**config.mk**
```make
export PLATFORM = sky130hd
export DESIGN_NAME = escaped_sample_frame_decoder_core_flat
export DESIGN_NICKNAME = d
export VERILOG_FILES = /design/src/esfd_pkg.sv /design/src/esfd_in_if.sv /design/src/esfd_out_if.sv /design/src/esfd_op_fifo.sv /design/src/esfd_front.sv /design/src/esfd_back.sv /design/src/escaped_sample_frame_decoder_core.sv /design/src/flat_wrapper.sv
export SDC_FILE = /design/constraint.sdc
export NUM_CORES = 2
export LEC_CHECK = 0
export ABC_AREA = 1
export BUFFER_PORTS_ARGS = -buffer_cell sky130_fd_sc_hd__buf_2
export CAP_MARGIN = 20
export CORE_UTILIZATION = 58
export DETAILED_ROUTE_END_ITERATION = 7
export GPL_TIMING_DRIVEN = 0
export PLACE_DENSITY = 0.8
export SYNTH_ARGS = -nofsm -noshare
export SYNTH_HDL_FRONTEND = slang
export SYNTH_SLANG_ARGS = --single-unit
export TNS_END_PERCENT = 30
```
**constraint.sdc**
```tcl
create_clock -name clk -period 9.23 [get_ports clk]
set_input_delay 0.4615 -clock clk [delete_from_list [all_inputs] [get_ports clk]]
set_output_delay 0.4615 -clock clk [all_outputs]
set_load 0.1 [all_outputs]
```
**src/esfd_pkg.sv**
```systemverilog
`timescale 1ns / 1ps
// ----------------------------------------------------------------------------
// esfd_pkg
// Shared types and constants of the escaped sample frame decoder.
// ----------------------------------------------------------------------------
package esfd_pkg;

  // escape marker length in bytes
  localparam int MARKER_LEN  = 6;
  // longest message body kept before the escape is forced closed
  localparam int MAX_MESSAGE = 64;
  // channels per frame at most
  localparam int CHANNELS    = 8;
  // bytes of the message head compared against the event tag
  localparam int HEAD_LEN    = 5;
  // depth of the op queue between front and back
  localparam int FIFO_DEPTH  = 4;

  // mean filter weight, 0.0001 in q24
  localparam logic [10:0] ALPHA_Q = 11'd1678;

  // event tag "EVNT:", first byte in the low bits
  localparam logic [HEAD_LEN-1:0][7:0] EVNT_TAG = {8'h3A, 8'h54, 8'h4E, 8'h56, 8'h45};

  // configuration register indexes
  typedef enum logic [1:0] {
    CFG_CHANNELS = 2'd0,
    CFG_START    = 2'd1,
    CFG_END      = 2'd2
  } cfg_index_t;

  // work handed from front to back
  typedef enum logic [1:0] {
    OP_NOP    = 2'd0,
    OP_DECODE = 2'd1,
    OP_EVENT  = 2'd2
  } op_kind_t;

  typedef struct packed {
    op_kind_t    kind;
    logic [7:0]  data;
    logic        clr;   // clear position counts before this op
    logic        eoi;   // final op of one input beat
  } op_t;

  typedef struct packed {
    logic        kind;
    logic [2:0]  channel;
    logic [15:0] sample_value;
    logic [15:0] position;
    logic        last;
  } res_t;

endpackage

```
**src/esfd_in_if.sv**
```systemverilog
`timescale 1ns / 1ps
// ----------------------------------------------------------------------------
// esfd_in_if
// Input byte channel with valid/ready handshake.
// ----------------------------------------------------------------------------
interface esfd_in_if;
  logic       valid;
  logic       ready;
  logic [7:0] data_byte;
  logic       batch_first;

  modport source (output valid, output data_byte, output batch_first, input ready);
  modport sink   (input valid, input data_byte, input batch_first, output ready);
endinterface

```
**src/esfd_out_if.sv**
```systemverilog
`timescale 1ns / 1ps
// ----------------------------------------------------------------------------
// esfd_out_if
// Result channel with valid/ready handshake.
// ----------------------------------------------------------------------------
interface esfd_out_if;
  logic               valid;
  logic               ready;
  logic               kind;
  logic [2:0]         channel;
  logic signed [15:0] sample_value;
  logic [15:0]        position;
  logic               last;

  modport source (output valid, output kind, output channel, output sample_value,
                  output position, output last, input ready);
  modport sink   (input valid, input kind, input channel, input sample_value,
                  input position, input last, output ready);
endinterface

```
**src/esfd_op_fifo.sv**
```systemverilog
`timescale 1ns / 1ps
// ----------------------------------------------------------------------------
// esfd_op_fifo
// Short queue of ops between the front and the back.
// ----------------------------------------------------------------------------
module esfd_op_fifo (
  input  logic          clk,
  input  logic          rst_n,
  input  logic          push,
  input  esfd_pkg::op_t push_data,
  output logic          full,
  input  logic          pop,
  output esfd_pkg::op_t pop_data,
  output logic          empty
);

  localparam int PW = $clog2(esfd_pkg::FIFO_DEPTH);

  esfd_pkg::op_t mem_r [esfd_pkg::FIFO_DEPTH];
  logic [PW-1:0] wr_ptr_r;
  logic [PW-1:0] rd_ptr_r;
  logic [PW:0]   count_r;

  assign full     = (count_r == (PW+1)'(esfd_pkg::FIFO_DEPTH));
  assign empty    = (count_r == '0);
  assign pop_data = mem_r[rd_ptr_r];

  // pointer and fill tracking
  always_ff @(posedge clk) begin
    if (!rst_n) begin
      wr_ptr_r <= '0;
      rd_ptr_r <= '0;
      count_r  <= '0;
    end else begin
      if (push && !full) wr_ptr_r <= wr_ptr_r + 1'b1;
      if (pop && !empty) rd_ptr_r <= rd_ptr_r + 1'b1;
      if ((push && !full) && !(pop && !empty)) count_r <= count_r + 1'b1;
      else if (!(push && !full) && (pop && !empty)) count_r <= count_r - 1'b1;
    end
  end

  // storage
  always_ff @(posedge clk) begin
    if (push && !full) mem_r[wr_ptr_r] <= push_data;
  end

endmodule

```
**src/esfd_front.sv**
```systemverilog
`timescale 1ns / 1ps
// ----------------------------------------------------------------------------
// esfd_front
// Escape marker matching and message capture; turns each input beat into
// a short run of ops (held byte replay, decode, event, nothing).
// ----------------------------------------------------------------------------
module esfd_front (
  input  logic          clk,
  input  logic          rst_n,
  input  logic          cfg_we,
  input  logic [1:0]    cfg_index,
  input  logic [47:0]   cfg_wdata,
  input  logic          in_valid,
  output logic          in_ready,
  input  logic [7:0]    in_data_byte,
  input  logic          in_batch_first,
  output logic          op_push,
  output esfd_pkg::op_t op_data,
  input  logic          op_full
);

  logic [esfd_pkg::MARKER_LEN-1:0][7:0] start_m_r;
  logic [esfd_pkg::MARKER_LEN-1:0][7:0] end_m_r;
  logic                                 in_esc_r;
  logic [2:0]                           mpos_r;
  logic [2:0]                           hcnt_r;
  logic [6:0]                           mlen_r;
  logic [7:0]                           held_r [esfd_pkg::MARKER_LEN];
  logic [esfd_pkg::HEAD_LEN-1:0][7:0]   head_r;
  logic                                 busy_r;
  logic [2:0]                           ridx_r;
  logic [2:0]                           rcnt_r;
  logic [7:0]                           cur_r;
  logic                                 clr_r;
  esfd_pkg::op_kind_t                   fkind_r;

  logic               in_esc_nxt;
  logic [2:0]         mpos_nxt;
  logic [2:0]         hcnt_nxt;
  logic [6:0]         mlen_nxt;
  logic [2:0]         rcnt_nxt;
  esfd_pkg::op_kind_t fkind_nxt;

  logic acc;
  logic s_hit;
  logic e_hit;
  logic is_evt;
  logic replay;
  logic mpos_ok;

  assign in_ready = !busy_r;
  assign acc      = in_valid && !busy_r;
  assign mpos_ok  = (mpos_r < 3'(esfd_pkg::MARKER_LEN));
  assign s_hit    = mpos_ok && (start_m_r[mpos_r] == in_data_byte);
  assign e_hit    = mpos_ok && (end_m_r[mpos_r] == in_data_byte);
  assign is_evt   = (mlen_r >= 7'(esfd_pkg::HEAD_LEN)) && (head_r == esfd_pkg::EVNT_TAG);

  // op out of the replay sequencer
  assign replay          = (ridx_r < rcnt_r);
  assign op_push         = busy_r && !op_full;
  assign op_data.kind    = replay ? esfd_pkg::OP_DECODE : fkind_r;
  assign op_data.data    = replay ? held_r[ridx_r] : cur_r;
  assign op_data.clr     = clr_r;
  assign op_data.eoi     = !replay;

  // marker state for the beat being accepted
  always_comb begin
    in_esc_nxt = in_esc_r;
    mpos_nxt   = mpos_r;
    hcnt_nxt   = hcnt_r;
    mlen_nxt   = mlen_r;
    rcnt_nxt   = '0;
    fkind_nxt  = esfd_pkg::OP_NOP;
    if (in_esc_r) begin
      if (mlen_r >= 7'(esfd_pkg::MAX_MESSAGE)) begin
        // overlong message: byte discarded, escape closed
        fkind_nxt  = is_evt ? esfd_pkg::OP_EVENT : esfd_pkg::OP_NOP;
        in_esc_nxt = 1'b0;
        mpos_nxt   = '0;
        hcnt_nxt   = '0;
        mlen_nxt   = '0;
      end else if (e_hit) begin
        if (mpos_r == 3'(esfd_pkg::MARKER_LEN - 1)) begin
          fkind_nxt  = is_evt ? esfd_pkg::OP_EVENT : esfd_pkg::OP_NOP;
          in_esc_nxt = 1'b0;
          mpos_nxt   = '0;
          hcnt_nxt   = '0;
          mlen_nxt   = '0;
        end else begin
          mpos_nxt = mpos_r + 1'b1;
        end
      end else begin
        mlen_nxt = mlen_r + 1'b1;
      end
    end else if (s_hit) begin
      if (mpos_r == 3'(esfd_pkg::MARKER_LEN - 1)) begin
        mpos_nxt   = '0;
        hcnt_nxt   = '0;
        in_esc_nxt = 1'b1;
      end else begin
        hcnt_nxt = hcnt_r + 1'b1;
        mpos_nxt = mpos_r + 1'b1;
      end
    end else begin
      // marker broken: replay held bytes then this one
      rcnt_nxt  = hcnt_r;
      fkind_nxt = esfd_pkg::OP_DECODE;
      mpos_nxt  = '0;
      hcnt_nxt  = '0;
      mlen_nxt  = '0;
    end
  end

  // marker state and op sequencing
  always_ff @(posedge clk) begin
    if (!rst_n) begin
      start_m_r <= '0;
      end_m_r   <= '0;
      in_esc_r  <= 1'b0;
      mpos_r    <= '0;
      hcnt_r    <= '0;
      mlen_r    <= '0;
      busy_r    <= 1'b0;
      ridx_r    <= '0;
      rcnt_r    <= '0;
      clr_r     <= 1'b0;
      fkind_r   <= esfd_pkg::OP_NOP;
      cur_r     <= '0;
    end else begin
      if (cfg_we && (cfg_index == esfd_pkg::CFG_START)) start_m_r <= cfg_wdata;
      if (cfg_we && (cfg_index == esfd_pkg::CFG_END))   end_m_r   <= cfg_wdata;

      if (acc) begin
        busy_r   <= 1'b1;
        cur_r    <= in_data_byte;
        clr_r    <= in_batch_first;
        ridx_r   <= '0;
        rcnt_r   <= rcnt_nxt;
        fkind_r  <= fkind_nxt;
        in_esc_r <= in_esc_nxt;
        mpos_r   <= mpos_nxt;
        hcnt_r   <= hcnt_nxt;
        mlen_r   <= mlen_nxt;
      end else if (busy_r && !op_full) begin
        clr_r <= 1'b0;
        if (replay) ridx_r <= ridx_r + 1'b1;
        else busy_r <= 1'b0;
      end
    end
  end

  // held marker bytes and message head
  always_ff @(posedge clk) begin
    if (acc && !in_esc_r && s_hit && (hcnt_r < 3'(esfd_pkg::MARKER_LEN))) begin
      held_r[hcnt_r] <= in_data_byte;
    end
    if (acc && in_esc_r && (mlen_r < 7'(esfd_pkg::HEAD_LEN)) && !e_hit) begin
      head_r[mlen_r[2:0]] <= in_data_byte;
    end
  end

endmodule

```
**src/esfd_back.sv**
```systemverilog
`timescale 1ns / 1ps
// ----------------------------------------------------------------------------
// esfd_back
// Frame decoder, running mean removal, position counts and result staging.
// ----------------------------------------------------------------------------
module esfd_back (
  input  logic           clk,
  input  logic           rst_n,
  input  logic           cfg_we,
  input  logic [1:0]     cfg_index,
  input  logic [3:0]     cfg_channels,
  input  logic           op_valid,
  input  esfd_pkg::op_t  op_data,
  output logic           op_pop,
  output logic           out_valid,
  input  logic           out_ready,
  output esfd_pkg::res_t out_res
);

  typedef enum logic [2:0] {
    S_IDLE  = 3'b001,
    S_MATH  = 3'b010,
    S_FLUSH = 3'b100
  } state_t;

  state_t               state_r;
  logic [3:0]           cc_r;
  logic                 fo_r;
  logic                 so_r;
  logic [2:0]           ach_r;
  logic [7:0]           high_r;
  logic signed [47:0]   mean_r;
  logic [15:0]          cnt_r [esfd_pkg::CHANNELS];
  logic signed [15:0]   s_r;
  logic signed [59:0]   mprod_r;
  logic signed [27:0]   sprod_r;
  logic                 eoi_r;
  logic                 pend_valid_r;
  esfd_pkg::res_t       pend_r;
  logic                 out_valid_r;
  esfd_pkg::res_t       out_r;

  logic               oslot;
  logic               take;
  logic               smp_done;
  logic               out_load;
  logic [7:0]         b;
  logic [15:0]        w;
  logic signed [15:0] s_nxt;
  logic [2:0]         last_ch;
  logic [15:0]        cur_cnt;
  logic [15:0]        evt_cnt;
  logic signed [59:0] dec;
  logic signed [49:0] sum;
  logic signed [47:0] mean_nxt;
  logic signed [48:0] adj;
  logic signed [48:0] ip;
  esfd_pkg::res_t     smp_res;
  esfd_pkg::res_t     evt_res;
  esfd_pkg::res_t     pend_last;

  assign oslot     = !out_valid_r || out_ready;
  assign take      = (state_r == S_IDLE) && op_valid && oslot;
  assign op_pop    = take;
  assign out_valid = out_valid_r;
  assign out_res   = out_r;
  assign b         = op_data.data;

  // low byte that completes a sample
  assign smp_done  = (op_data.kind == esfd_pkg::OP_DECODE) && fo_r && so_r && !b[7];

  // a staged result moves to the output register
  assign out_load  = pend_valid_r &&
                     ((take && (op_data.kind == esfd_pkg::OP_EVENT)) ||
                      ((state_r == S_MATH) && oslot) ||
                      ((state_r == S_FLUSH) && oslot));

  // raw sample, offset and gain, wrapped to 16 bits
  assign w     = 16'(({2'b00, high_r[6:0], b[6:0]} - 16'd512) * 16'd30);
  assign s_nxt = $signed(w);

  // last channel index of a frame
  always_comb begin
    if (cc_r == 4'd0) last_ch = 3'd0;
    else if (cc_r > 4'(esfd_pkg::CHANNELS)) last_ch = 3'(esfd_pkg::CHANNELS - 1);
    else last_ch = 3'(cc_r - 4'd1);
  end

  // mean update, saturation and integer part
  assign cur_cnt = cnt_r[ach_r];
  assign evt_cnt = op_data.clr ? 16'd0 : cur_cnt;
  assign dec     = (mprod_r + 60'sd8388608) >>> 24;
  assign sum     = {{2{mean_r[47]}}, mean_r} + {{22{sprod_r[27]}}, sprod_r} - dec[49:0];
  always_comb begin
    if (sum[49:47] == 3'b000 || sum[49:47] == 3'b111) mean_nxt = sum[47:0];
    else if (sum[49]) mean_nxt = {1'b1, 47'd0};
    else mean_nxt = {1'b0, {47{1'b1}}};
  end
  assign adj = {mean_nxt[47], mean_nxt} + (mean_nxt[47] ? 49'sd16777215 : 49'sd0);
  assign ip  = adj >>> 24;

  // result records
  assign smp_res.kind         = 1'b0;
  assign smp_res.channel      = ach_r;
  assign smp_res.sample_value = 16'(s_r - ip[15:0]);
  assign smp_res.position     = cur_cnt;
  assign smp_res.last         = 1'b0;
  assign evt_res.kind         = 1'b1;
  assign evt_res.channel      = ach_r;
  assign evt_res.sample_value = '0;
  assign evt_res.position     = (evt_cnt == 16'd0) ? 16'd0 : 16'(evt_cnt - 16'd1);
  assign evt_res.last         = 1'b0;

  // staged result tagged as the final one of its beat
  always_comb begin
    pend_last      = pend_r;
    pend_last.last = 1'b1;
  end

  // op execution
  always_ff @(posedge clk) begin
    if (!rst_n) begin
      state_r      <= S_IDLE;
      cc_r         <= 4'd1;
      fo_r         <= 1'b0;
      so_r         <= 1'b0;
      ach_r        <= '0;
      high_r       <= '0;
      mean_r       <= '0;
      for (int i = 0; i < esfd_pkg::CHANNELS; i++) cnt_r[i] <= '0;
      eoi_r        <= 1'b0;
      pend_valid_r <= 1'b0;
      out_valid_r  <= 1'b0;
    end else begin
      if (out_load) out_valid_r <= 1'b1;
      else if (out_ready) out_valid_r <= 1'b0;

      if (cfg_we && (cfg_index == esfd_pkg::CFG_CHANNELS)) begin
        cc_r  <= cfg_channels;
        fo_r  <= 1'b0;
        so_r  <= 1'b0;
        ach_r <= '0;
      end

      unique case (state_r)
        S_IDLE: begin
          if (take) begin
            if (op_data.clr) begin
              for (int i = 0; i < esfd_pkg::CHANNELS; i++) cnt_r[i] <= '0;
            end
            state_r <= smp_done ? S_MATH : (op_data.eoi ? S_FLUSH : S_IDLE);
            unique case (op_data.kind)
              esfd_pkg::OP_DECODE: begin
                if (!fo_r) begin
                  high_r <= b;
                  if (b[7]) begin
                    ach_r <= '0;
                    fo_r  <= 1'b1;
                    so_r  <= 1'b1;
                  end else begin
                    fo_r  <= 1'b0;
                    so_r  <= 1'b0;
                    ach_r <= '0;
                  end
                end else if (!so_r) begin
                  high_r <= b;
                  if (b[7]) begin
                    fo_r  <= 1'b0;
                    so_r  <= 1'b0;
                    ach_r <= '0;
                  end else begin
                    ach_r <= ach_r + 1'b1;
                    so_r  <= 1'b1;
                  end
                end else if (b[7]) begin
                  fo_r  <= 1'b0;
                  so_r  <= 1'b0;
                  ach_r <= '0;
                end else begin
                  // low byte completes a sample: multiply now, finish in S_MATH once the output slot is free
                  s_r     <= s_nxt;
                  mprod_r <= $signed({{12{mean_r[47]}}, mean_r}) *
                             $signed({49'd0, esfd_pkg::ALPHA_Q});
                  sprod_r <= $signed({{12{s_nxt[15]}}, s_nxt}) *
                             $signed({17'd0, esfd_pkg::ALPHA_Q});
                  eoi_r   <= op_data.eoi;
                end
              end
              esfd_pkg::OP_EVENT: begin
                if (pend_valid_r) begin
                  out_r <= pend_r;
                end
                pend_r       <= evt_res;
                pend_valid_r <= 1'b1;
              end
              default: begin
              end
            endcase
          end
        end
        S_MATH: begin
          if (oslot) begin
            mean_r <= mean_nxt;
            if (pend_valid_r) begin
              out_r <= pend_r;
            end
            pend_r       <= smp_res;
            pend_valid_r <= 1'b1;
            if (cur_cnt != 16'hFFFF) cnt_r[ach_r] <= cur_cnt + 16'd1;
            so_r <= 1'b0;
            if (ach_r >= last_ch) fo_r <= 1'b0;
            state_r <= eoi_r ? S_FLUSH : S_IDLE;
          end
        end
        S_FLUSH: begin
          // final result of the beat goes out tagged last
          if (!pend_valid_r) begin
            state_r <= S_IDLE;
          end else if (oslot) begin
            out_r        <= pend_last;
            pend_valid_r <= 1'b0;
            state_r      <= S_IDLE;
          end
        end
        default: state_r <= S_IDLE;
      endcase
    end
  end

endmodule

```
**src/escaped_sample_frame_decoder_core.sv**
```systemverilog
`timescale 1ns / 1ps
// ----------------------------------------------------------------------------
// escaped_sample_frame_decoder_core
// Decodes escaped multichannel sample frames into samples and event markers.
// ----------------------------------------------------------------------------
// path: a beat's ops go through the front's op register and the op queue; the
//   back stages each result (a sample first passes S_MATH) ahead of the output
//   register; the front accepts no byte while it still hands out ops, and the
//   back takes an op only when idle with a free output slot; a broken marker
//   replays up to five held bytes, one op per cycle while the queue has room
// reset: synchronous active low, clears all control state and position counts
module escaped_sample_frame_decoder_core (
  input  logic        clk,
  input  logic        rst_n,
  input  logic        cfg_we,
  input  logic [1:0]  cfg_index,
  input  logic [47:0] cfg_wdata,
  esfd_in_if.sink     in_ch,
  esfd_out_if.source  out_ch
);

  esfd_pkg::op_t  push_op;
  esfd_pkg::op_t  pop_op;
  esfd_pkg::res_t res;
  logic           op_push;
  logic           op_full;
  logic           op_pop;
  logic           op_empty;

  // marker matching and op generation
  esfd_front u_front (
    .clk            (clk),
    .rst_n          (rst_n),
    .cfg_we         (cfg_we),
    .cfg_index      (cfg_index),
    .cfg_wdata      (cfg_wdata),
    .in_valid       (in_ch.valid),
    .in_ready       (in_ch.ready),
    .in_data_byte   (in_ch.data_byte),
    .in_batch_first (in_ch.batch_first),
    .op_push        (op_push),
    .op_data        (push_op),
    .op_full        (op_full)
  );

  // op queue
  esfd_op_fifo u_fifo (
    .clk       (clk),
    .rst_n     (rst_n),
    .push      (op_push),
    .push_data (push_op),
    .full      (op_full),
    .pop       (op_pop),
    .pop_data  (pop_op),
    .empty     (op_empty)
  );

  // decode and result staging
  esfd_back u_back (
    .clk          (clk),
    .rst_n        (rst_n),
    .cfg_we       (cfg_we),
    .cfg_index    (cfg_index),
    .cfg_channels (cfg_wdata[3:0]),
    .op_valid     (!op_empty),
    .op_data      (pop_op),
    .op_pop       (op_pop),
    .out_valid    (out_ch.valid),
    .out_ready    (out_ch.ready),
    .out_res      (res)
  );

  // result beat fields
  assign out_ch.kind         = res.kind;
  assign out_ch.channel      = res.channel;
  assign out_ch.sample_value = $signed(res.sample_value);
  assign out_ch.position     = res.position;
  assign out_ch.last         = res.last;

endmodule
```
**src/flat_wrapper.sv**
```systemverilog
// flat-port wrapper written by rule: the top's interface ports become plain ports
module escaped_sample_frame_decoder_core_flat 
  (clk, rst_n, cfg_we, cfg_index, cfg_wdata, in_ch_valid, in_ch_data_byte, in_ch_batch_first, in_ch_ready, out_ch_valid, out_ch_kind, out_ch_channel, out_ch_sample_value, out_ch_position, out_ch_last, out_ch_ready);
  esfd_in_if in_ch_i ();
  esfd_out_if out_ch_i ();
  input  logic clk;
  input  logic rst_n;
  input  logic cfg_we;
  input  logic [1:0] cfg_index;
  input  logic [47:0] cfg_wdata;
  input wire logic [$bits(in_ch_i.valid)-1:0] in_ch_valid;
  input wire logic [$bits(in_ch_i.data_byte)-1:0] in_ch_data_byte;
  input wire logic [$bits(in_ch_i.batch_first)-1:0] in_ch_batch_first;
  output wire logic [$bits(in_ch_i.ready)-1:0] in_ch_ready;
  output wire logic [$bits(out_ch_i.valid)-1:0] out_ch_valid;
  output wire logic [$bits(out_ch_i.kind)-1:0] out_ch_kind;
  output wire logic [$bits(out_ch_i.channel)-1:0] out_ch_channel;
  output wire logic [$bits(out_ch_i.sample_value)-1:0] out_ch_sample_value;
  output wire logic [$bits(out_ch_i.position)-1:0] out_ch_position;
  output wire logic [$bits(out_ch_i.last)-1:0] out_ch_last;
  input wire logic [$bits(out_ch_i.ready)-1:0] out_ch_ready;
  assign in_ch_i.valid = in_ch_valid;
  assign in_ch_i.data_byte = in_ch_data_byte;
  assign in_ch_i.batch_first = in_ch_batch_first;
  assign in_ch_ready = in_ch_i.ready;
  assign out_ch_valid = out_ch_i.valid;
  assign out_ch_kind = out_ch_i.kind;
  assign out_ch_channel = out_ch_i.channel;
  assign out_ch_sample_value = out_ch_i.sample_value;
  assign out_ch_position = out_ch_i.position;
  assign out_ch_last = out_ch_i.last;
  assign out_ch_i.ready = out_ch_ready;
  escaped_sample_frame_decoder_core u_core (.clk(clk), .rst_n(rst_n), .cfg_we(cfg_we), .cfg_index(cfg_index), .cfg_wdata(cfg_wdata), .in_ch(in_ch_i), .out_ch(out_ch_i));
endmodule
```
Yosys cells after proc, flatten, opt, wreduce, memory -nomap -nowiden
Memory sizes are Yosys's and may differ from the RTL's. A register that Yosys moved wholly into a read port is not among the register bits. Cells that the tools add are included.

Word-level logic and storage cells: 330. Memories kept: 3. Register bits after elaboration: 419. Output and inout bits: 39. Memory bits (writable): 224. Bits of input ports: 64.

Equality and inequality tests: 26. Bitwise operators: 10. Muxes and demuxes: 139. Multiply operators: 3. $lt $le $gt $ge: 11. Add/subtract/negate cells: 18. Reduce and logical (&&, ||, !) cells: 67.

Memory list: u_core.u_back.cnt_r (words 8, width 16, rd ports 1, clocked after memory_dff 1, write ports 8, RTL line esfd_back.sv:33) `logic [15:0] cnt_r [esfd_pkg::CHANNELS];`; u_core.u_fifo.mem_r (words 4, width 12, rd ports 1, clocked after memory_dff 1, write ports 1, RTL line esfd_op_fifo.sv:19) `esfd_pkg::op_t mem_r [esfd_pkg::FIFO_DEPTH];`; u_core.u_front.held_r (words 6, width 8, rd ports 1, clocked after memory_dff 1, write ports 1, RTL line esfd_front.sv:28) `logic [7:0] held_r [esfd_pkg::MARKER_LEN];`.

Operators with widths (number): $mux 37 (9); $mux 16 (11); $pmux 37 s3 (1); $mux 3 (36); $mux 48 (2); $pmux 37 s2 (1); $add 60x25->60 const B (1); $mul 48x11->59 const B (1); $mux 1 (51); $sub 49x36->50 (1); $add 48x28->49 (1); $mux 7 (7); $bmux 8 s3 (2); $add 40x25->40 (1); $bwmux 40 (1); $eq 40x38->1 const B (1); $mux 8 (4); $logic_and 1x1->1 (28); $mul 15x11->26 const B (1); $demux 8 s3 (1); $mux 24 (1); $add 16x1->16 const B (1); $eq 8x8->1 (2); $logic_not 16->1 (1); other kinds (49) (108).

Logic depth before layout (Yosys ltp)
Word-level depth: 10. Gate-level depth with buffers: 69. Gate-level depth less buffers: 67.

By module
A second synthesis with hierarchy kept.

Cell total of the unflattened synthesis: 5153. Area total of the unflattened synthesis: 45267.2 µm².

By module, submodules not included: esfd_back (instances 1, area an instance 33525.9 µm², cells an instance 3806, sequential area each 9749.4 µm²); esfd_front (instances 1, area an instance 9457.8 µm², cells an instance 1160, sequential area each 5265.0 µm²); esfd_op_fifo (instances 1, area an instance 2279.7 µm², cells an instance 186, sequential area each 1621.6 µm²); escaped_sample_frame_decoder_core (instances 1, area an instance 3.8 µm², cells an instance 1, sequential area each 0.0 µm²).

Worst setup path after synthesis
Ideal clock, no wire load.

Kind: register to register. Start: register u_core.u_back.mprod_r[27]. End: register u_core.u_back.pend_r (netlist bit u_core.u_back.pend_last[31]), data pin. Slack: -0.162 ns. Setup time: 0.146 ns. Cell stages (with the launch flop): 68. Arrival time: 9.246 ns. Required time: 9.084 ns. Period minus slack after synthesis: 9.392 ns. Cells stage by stage: edfxtp_1 inv_1 nor3_1 nand3_1 nor3_1 nand2_1 nor4_1 inv_1 nor2_1 inv_1 nor2_1 nand3_1 or3_1 clkbuf_1 nor2_1 xor2_1 fa_1 ha_1 [32 not listed] o21a_1 nor2_1 nor2_1 o21ai_0 nand2_1 nand2_1 nand2_1 a21oi_1 o31ai_1 nand2_1 inv_1 o21ai_0 nand2_1 nand2_1 nand2_1 a21oi_1 o21ai_0 a21oi_1.

Cells in the longest elaborated chain, start to end: 10. Elaborated cells between the ends (all ways): 12.

Ends and longest elaborated chain: start, declared (RTL line esfd_back.sv:35) `logic signed [59:0] mprod_r;`; start signal, assigned (RTL line esfd_back.sv:182) `mprod_r <= $signed({{12{mean_r[47]}}, mean_r}) *`; $add 60x25->60 * (RTL line esfd_back.sv:92) `assign dec = (mprod_r + 60'sd8388608) >>> 24;`; $sub 49x36->50 * (RTL line esfd_back.sv:93) `assign sum = {{2{mean_r[47]}}, mean_r} + {{22{sprod_r[27]}}, sprod_r} - dec[49:0];`; $eq 3x3->1 / $logic_not 3->1 (equally long branches) (RTL line esfd_back.sv:95) `if (sum[49:47] == 3'b000 || sum[49:47] == 3'b111) mean_nxt = sum[47:0];`; $logic_or 1x1->1 (RTL line esfd_back.sv:95); $mux 48 * (RTL line esfd_back.sv:95); via u_core.u_back.mean_nxt[47] (RTL line esfd_back.sv:55) `logic signed [47:0] mean_nxt;`; $mux 24 * (RTL line esfd_back.sv:99) `assign adj = {mean_nxt[47], mean_nxt} + (mean_nxt[47] ? 49'sd16777215 : 49'sd0);`; $add 40x25->40 * (RTL line esfd_back.sv:99); $sub 16x16->16 * (RTL line esfd_back.sv:105) `assign smp_res.sample_value = 16'(s_r - ip[15:0]);`; $mux 37 * (RTL line esfd_back.sv:202) `if (oslot) begin`; $pmux 37 s2 * (RTL line esfd_back.sv:145) `unique case (state_r)`; end signal, assigned (RTL line esfd_back.sv:193) `pend_r <= evt_res;`; end signal, assigned (RTL line esfd_back.sv:207) `pend_r <= smp_res;`; end, declared (RTL line esfd_back.sv:39) `esfd_pkg::res_t pend_r;`.

Mark *: on every way through the listed nets, which the timed path passes. The rest lies on a longest branch. The select of a mux whose other input is x is not followed. A chain may end at the register's enable or synchronous reset.

Worst setup path after layout
Start: register u_core.u_back.mprod_r[25]. End: register u_core.u_back.pend_r (netlist bit u_core.u_back.pend_last[31]), data pin.

Elaborated cells between the ends (all ways): 12.

RTL lines (RTL line): $add 60x25->60 * (esfd_back.sv:92); $sub 49x36->50 * (esfd_back.sv:93); $eq 3x3->1 / $logic_not 3->1 (equally long branches) (esfd_back.sv:95); $logic_or 1x1->1 (esfd_back.sv:95); $mux 48 * (esfd_back.sv:95); via u_core.u_back.mean_nxt[10] (esfd_back.sv:55); $add 40x25->40 * (esfd_back.sv:99); $sub 16x16->16 * (esfd_back.sv:105); $mux 37 * (esfd_back.sv:202); $pmux 37 s2 * (esfd_back.sv:145).

Marks and branches as above.

==> report_table.html <==
<table>
<tr><th>Metric</th><th>Value</th></tr>
<tr><th colspan="2">CTS</th></tr>
<tr><td>Number of clock sinks</td><td>624</td></tr>
<tr><td>CTS buffer count</td><td>70</td></tr>
<tr><td>Clock Tree Buf Depth</td><td>3</td></tr>
<tr><td>Count of H-tree levels built during CTS</td><td>3</td></tr>
<tr><td>Clock tree from TritonCTS</td><td>yes</td></tr>
<tr><td>Clock insertion delay at the later pin of the skew report</td><td>0.64 ns</td></tr>
<tr><td>Root buffer selected by CTS</td><td>clkbuf_16</td></tr>
<tr><td>Clock transition at the register clock pins on the worst setup and hold paths after CTS</td><td>0.06 ns</td></tr>
<tr><th colspan="2">Timing</th></tr>
<tr><td>Setup violators final</td><td>3</td></tr>
<tr><td>Hold Violations, Final</td><td>0</td></tr>
<tr><td>Worst slew pin tran</td><td>between 1 and 1.5 ns</td></tr>
<tr><td>RSZ-0062 raised after global routing</td><td>true</td></tr>
<tr><td>Worst clock skew on the final layout</td><td>between 0.02 and 0.03 ns</td></tr>
<tr><td>Min Tclk post-route</td><td>9.43 ns</td></tr>
<tr><td>Final worst path period share</td><td>102%</td></tr>
<tr><td>Headroom to the max-slew limit</td><td>roughly 20%</td></tr>
<tr><td>Worst Hold Margin</td><td>0.118 ns</td></tr>
<tr><td>Worst setup slack after layout</td><td>-0.202 ns</td></tr>
<tr><td>Max Slew Vio Count</td><td>0</td></tr>
<tr><td>Highest attainable clock frequency</td><td>0.106 GHz</td></tr>
<tr><th colspan="2">Critical path</th></tr>
<tr><td>Reg2reg end</td><td>u_core.u_back.pend_last[31]</td></tr>
<tr><td>Worst reg2reg setup slack</td><td>-0.20 ns</td></tr>
<tr><td>Kind of launch point of the worst setup path</td><td>flip-flop</td></tr>
<tr><td>Worst endpoint data arrival time</td><td>between 9 and 10 ns</td></tr>
<tr><td>Kind of critical path</td><td>reg -&gt; reg</td></tr>
<tr><td>Critical Path End Type</td><td>flip-flop</td></tr>
<tr><td>Worst r2r path cells</td><td>67</td></tr>
<tr><td>Critical path required time</td><td>9.72 ns</td></tr>
<tr><td>Largest fanout on the critical path</td><td>6</td></tr>
<tr><td>Delay contributed by the slowest stage of the critical path</td><td>0.46 ns</td></tr>
<tr><td>Master of the slowest instance on the critical path</td><td>fa_2</td></tr>
<tr><td>Most frequent CP cell</td><td>nand2_1</td></tr>
<tr><td>Source of the worst register-to-register timing path</td><td>u_core.u_back.mprod_r[25]</td></tr>
<tr><th colspan="2">Place</th></tr>
<tr><td>Post-Place Setup Slack</td><td>-1.91 ns</td></tr>
<tr><td>Placer congestion estimate</td><td>0.972</td></tr>
<tr><td>Detailed-placement wirelength estimate</td><td>88,700 µm</td></tr>
<tr><td>Number of I/O port buffers</td><td>102</td></tr>
<tr><th colspan="2">Synth</th></tr>
<tr><td>Async set or reset register ratio after synthesis</td><td>0%</td></tr>
<tr><td>Yosys warns</td><td>0</td></tr>
<tr><td>Flip-flop cell with the highest count after synthesis</td><td>edfxtp_1</td></tr>
<tr><td>Average footprint of a synthesized cell</td><td>9.00 µm²</td></tr>
<tr><td>EDFF count, synth</td><td>about 410</td></tr>
<tr><td>Synthesized netlist net count</td><td>5,577</td></tr>
<tr><td>Ranking of synthesized cells by instance count</td><td>882 x inv_1, 644 x nand2_1, 609 x nor2_1</td></tr>
<tr><td>Most frequently used cell type in the post-synthesis netlist</td><td>inv_1</td></tr>
<tr><td>Number of different library cells in the post-synthesis netlist</td><td>71</td></tr>
<tr><td>Sequential-to-total area share from yosys stat</td><td>approximately 38%</td></tr>
<tr><td>#FFs+latches synth</td><td>624</td></tr>
<tr><td>Area fraction of the dominant cell type after synthesis</td><td>between 20% and 30%</td></tr>
<tr><td>Top cells by area, synth</td><td>edfxtp_1 28%, fa_1 14%, dfxtp_1 9.5%</td></tr>
<tr><td>Cell area after synthesis</td><td>44,100 µm²</td></tr>
<tr><td>Number of standard cells after synthesis</td><td>4,900</td></tr>
<tr><td>Area leader, netlist</td><td>edfxtp_1</td></tr>
<tr><th colspan="2">Outcome</th></tr>
<tr><td>Outcome</td><td>finished, violations left</td></tr>
<tr><td>Violated checks</td><td>negative setup slack</td></tr>
<tr><th colspan="2">Die</th></tr>
<tr><td>Std-Cell Core Area</td><td>74,800 µm²</td></tr>
<tr><td>Floorplan row count</td><td>100</td></tr>
<tr><td>Effective utilization at floorplan</td><td>58.9%</td></tr>
<tr><td>Chip height</td><td>278 µm</td></tr>
<tr><td>Total Die Area</td><td>77,100 µm²</td></tr>
<tr><td>Width of the chip</td><td>278 µm</td></tr>
<tr><td>IO Pins</td><td>103</td></tr>
<tr><th colspan="2">Global route</th></tr>
<tr><td>Met1 usage</td><td>approximately 41%</td></tr>
<tr><td>Met2 capacity usage during global routing</td><td>47.8%</td></tr>
<tr><td>Largest net degree at the start of global routing</td><td>34</td></tr>
<tr><td>GRT busiest layer</td><td>met2</td></tr>
<tr><td>Antenna violations before repair</td><td>1</td></tr>
<tr><td>Total congestion overflow</td><td>0</td></tr>
<tr><td>First-pass GRT wire length</td><td>183,000 µm</td></tr>
<tr><td>M3 GR Usage</td><td>approximately 5.4%</td></tr>
<tr><td>GRT Overall Usage</td><td>30.0%</td></tr>
<tr><td>Vias in the first global route</td><td>34.0k</td></tr>
<tr><th colspan="2">Route</th></tr>
<tr><td>Vias after detailed routing</td><td>35.9k</td></tr>
<tr><td>Detailed Routing Iterations Pass 1</td><td>6</td></tr>
<tr><td>DRC violation count after routing</td><td>0</td></tr>
<tr><td>Ratio of routed vias to standard cells</td><td>5.79</td></tr>
<tr><td>Average detailed-routed wire length per instance</td><td>between 15 and 20 µm</td></tr>
<tr><td>DRT iter0 DRCs</td><td>3,632</td></tr>
<tr><td>Post-detailed-route count of antenna-violating nets</td><td>0</td></tr>
<tr><td>Aggregate routed wire length</td><td>approximately 120,000 µm</td></tr>
<tr><th colspan="2">Final layout</th></tr>
<tr><td>Register area</td><td>16,600 µm²</td></tr>
<tr><td>Multi-input combinational cell area</td><td>24,700 µm²</td></tr>
<tr><td>Share of cells above drive strength 1</td><td>a little under an eighth</td></tr>
<tr><td>Final nets</td><td>5,857</td></tr>
<tr><td>Area overhead of the layout relative to synthesis</td><td>14.0%</td></tr>
<tr><td>Number of inserted diodes</td><td>0</td></tr>
<tr><td>Count of fill cells added during filler insertion</td><td>between 5k and 6k</td></tr>
<tr><th colspan="2">Worst hold path</th></tr>
<tr><td>Hold path start</td><td>cfg_wdata[35]</td></tr>
<tr><td>Worst-case hold path end point</td><td>u_core.u_front.start_m_r[35]</td></tr>
<tr><td>Worst min-delay path class</td><td>in -&gt; reg</td></tr>
<tr><td>Number of instances on the worst hold path</td><td>3</td></tr>
<tr><th colspan="2">Run</th></tr>
<tr><td>Max-cap viol count</td><td>0</td></tr>
</table>
[worst max-delay path: cells and delay by family, from the launching register on]
family                     cells  cell delay [ns]
and+or+nand+nor               35             3.83
AOI/OAI and AO/OA             14             2.06
adders and majority gates      4             1.32
buffers and inverters         12             1.19
xor gates and xnor gates       2             0.44
DFF                            1             0.43
[worst max path at each step]
stage / from / to
2_1_floorplan: u_core.u_back.mprod_r[27] / u_core.u_back.pend_last[31]
3_3_place_gp: u_core.u_back.mprod_r[27] / u_core.u_back.pend_last[31]
3_5_place_dp: u_core.u_back.mprod_r[27] / u_core.u_back.pend_last[31]
4_1_cts: u_core.u_back.mprod_r[23] / u_core.u_back.pend_last[31]
5_1_grt: u_core.u_back.mprod_r[25] / u_core.u_back.pend_last[31]
6_report: u_core.u_back.mprod_r[25] / u_core.u_back.pend_last[31]
[flip-flops by register name, indices dropped and copies added (netlist names), 4 cells and up, named ones only]
signal / flops
u_core.u_back.cc_r: 4
u_core.u_back.cnt_r: 128
u_core.u_back.high_r: 7
u_core.u_back.mean_r: 48
u_core.u_back.mprod_r: 37
u_core.u_back.out_res: 37
u_core.u_back.pend_last: 36
u_core.u_back.s_r: 14
u_core.u_back.sprod_r: 26
u_core.u_fifo.mem_r: 48
u_core.u_front.cur_r: 8
u_core.u_front.end_m_r: 48
u_core.u_front.head_r: 40
u_core.u_front.held_r: 48
u_core.u_front.mlen_r: 7
u_core.u_front.start_m_r: 48
[layout by cell type, fill, tap and decap left out, types with 10 or more instances in the layout]
cell type / instances
o22ai_1: 28
nor4_1: 13
nand3_1: 85
a22o_1: 27
edfxtp_1: 414
clkinv_1: 23
o21ai_1: 12
xor2_1: 130
clkinv_2: 11
ha_1: 266
dfxtp_1: 210
ha_4: 37
a21oi_1: 319
a221oi_1: 34
o21ai_0: 297
clkbuf_16: 72
o221ai_1: 14
xnor2_1: 70
a21o_1: 10
nand2_4: 19
nor3_1: 44
nor2_1: 594
nand2_2: 38
o21bai_1: 12
buf_2: 112
a31oi_1: 44
nand2_1: 604
clkbuf_1: 92
fa_1: 306
a21oi_2: 11
buf_4: 89
nand4_1: 38
nand3_2: 14
nor3_2: 17
nor2_2: 10
inv_2: 31
a211oi_1: 10
inv_1: 863
buf_6: 21
[timing repair]
item / 4_1_cts / 5_1_grt
gates resized for setup: 94 / 170
hold buffers: 0 / 0
setup endpoints to repair: 19 / 17
setup buffers: 35 / 47
endpoints found under the hold margin: 0 / 0
cloned: 1 / 1
pin swaps: 22 / 66
[cell families (layout without fill, tap and decap cells)]
logic type	after synthesis	after routing	share of synthesized area, %
simple gates	1516	1517	14.4
buf+inv	1026	1362	9.00
xor+xnor	204	204	4.07
compound gates	917	917	12.1
flops	624	624	37.7
fa+ha+maj	613	613	22.7
[layer usage]
layer | vias up | share of wire [%]
li1 | 16705 | -
met1 | 17111 | 41
met2 | 1765 | 46
met3 | 329 | 9.1
met5 | - | 0.011
met4 | 2 | 3.8
[through the flow]
step | area [µm²] | TNS [ns] | utilization [%] | instances
floorplan | 44100 | 0 | - | 4900
global placement | 45800 | -133.38 | 61.3 | 5971
detailed placement | 46000 | -15.33 | 61.5 | 5985
CTS | 49000 | 0 | 65.5 | 6148
global route | 50300 | -4.44 | 67.2 | 6206
finish | 50300 | -0.346 | 67.2 | 6206
[cell type report]
| type | count | area share (%) |
|---|---|---|
| multi-input cells | 3251 | 49.0 |
| flip-flops and latches | 624 | 33.1 |
| inverters | 907 | 6.81 |
| clock buffers | 83 | 3.68 |
| repair buffers | 210 | 2.86 |
| well taps | 969 | 2.41 |
| plain buffers | 116 | 1.19 |
| clock inverters | 46 | 0.938 |
Power is left out: the tool's default activity adds up to more than one toggle a clock period on the data nets, which glitch-free logic cannot reach.
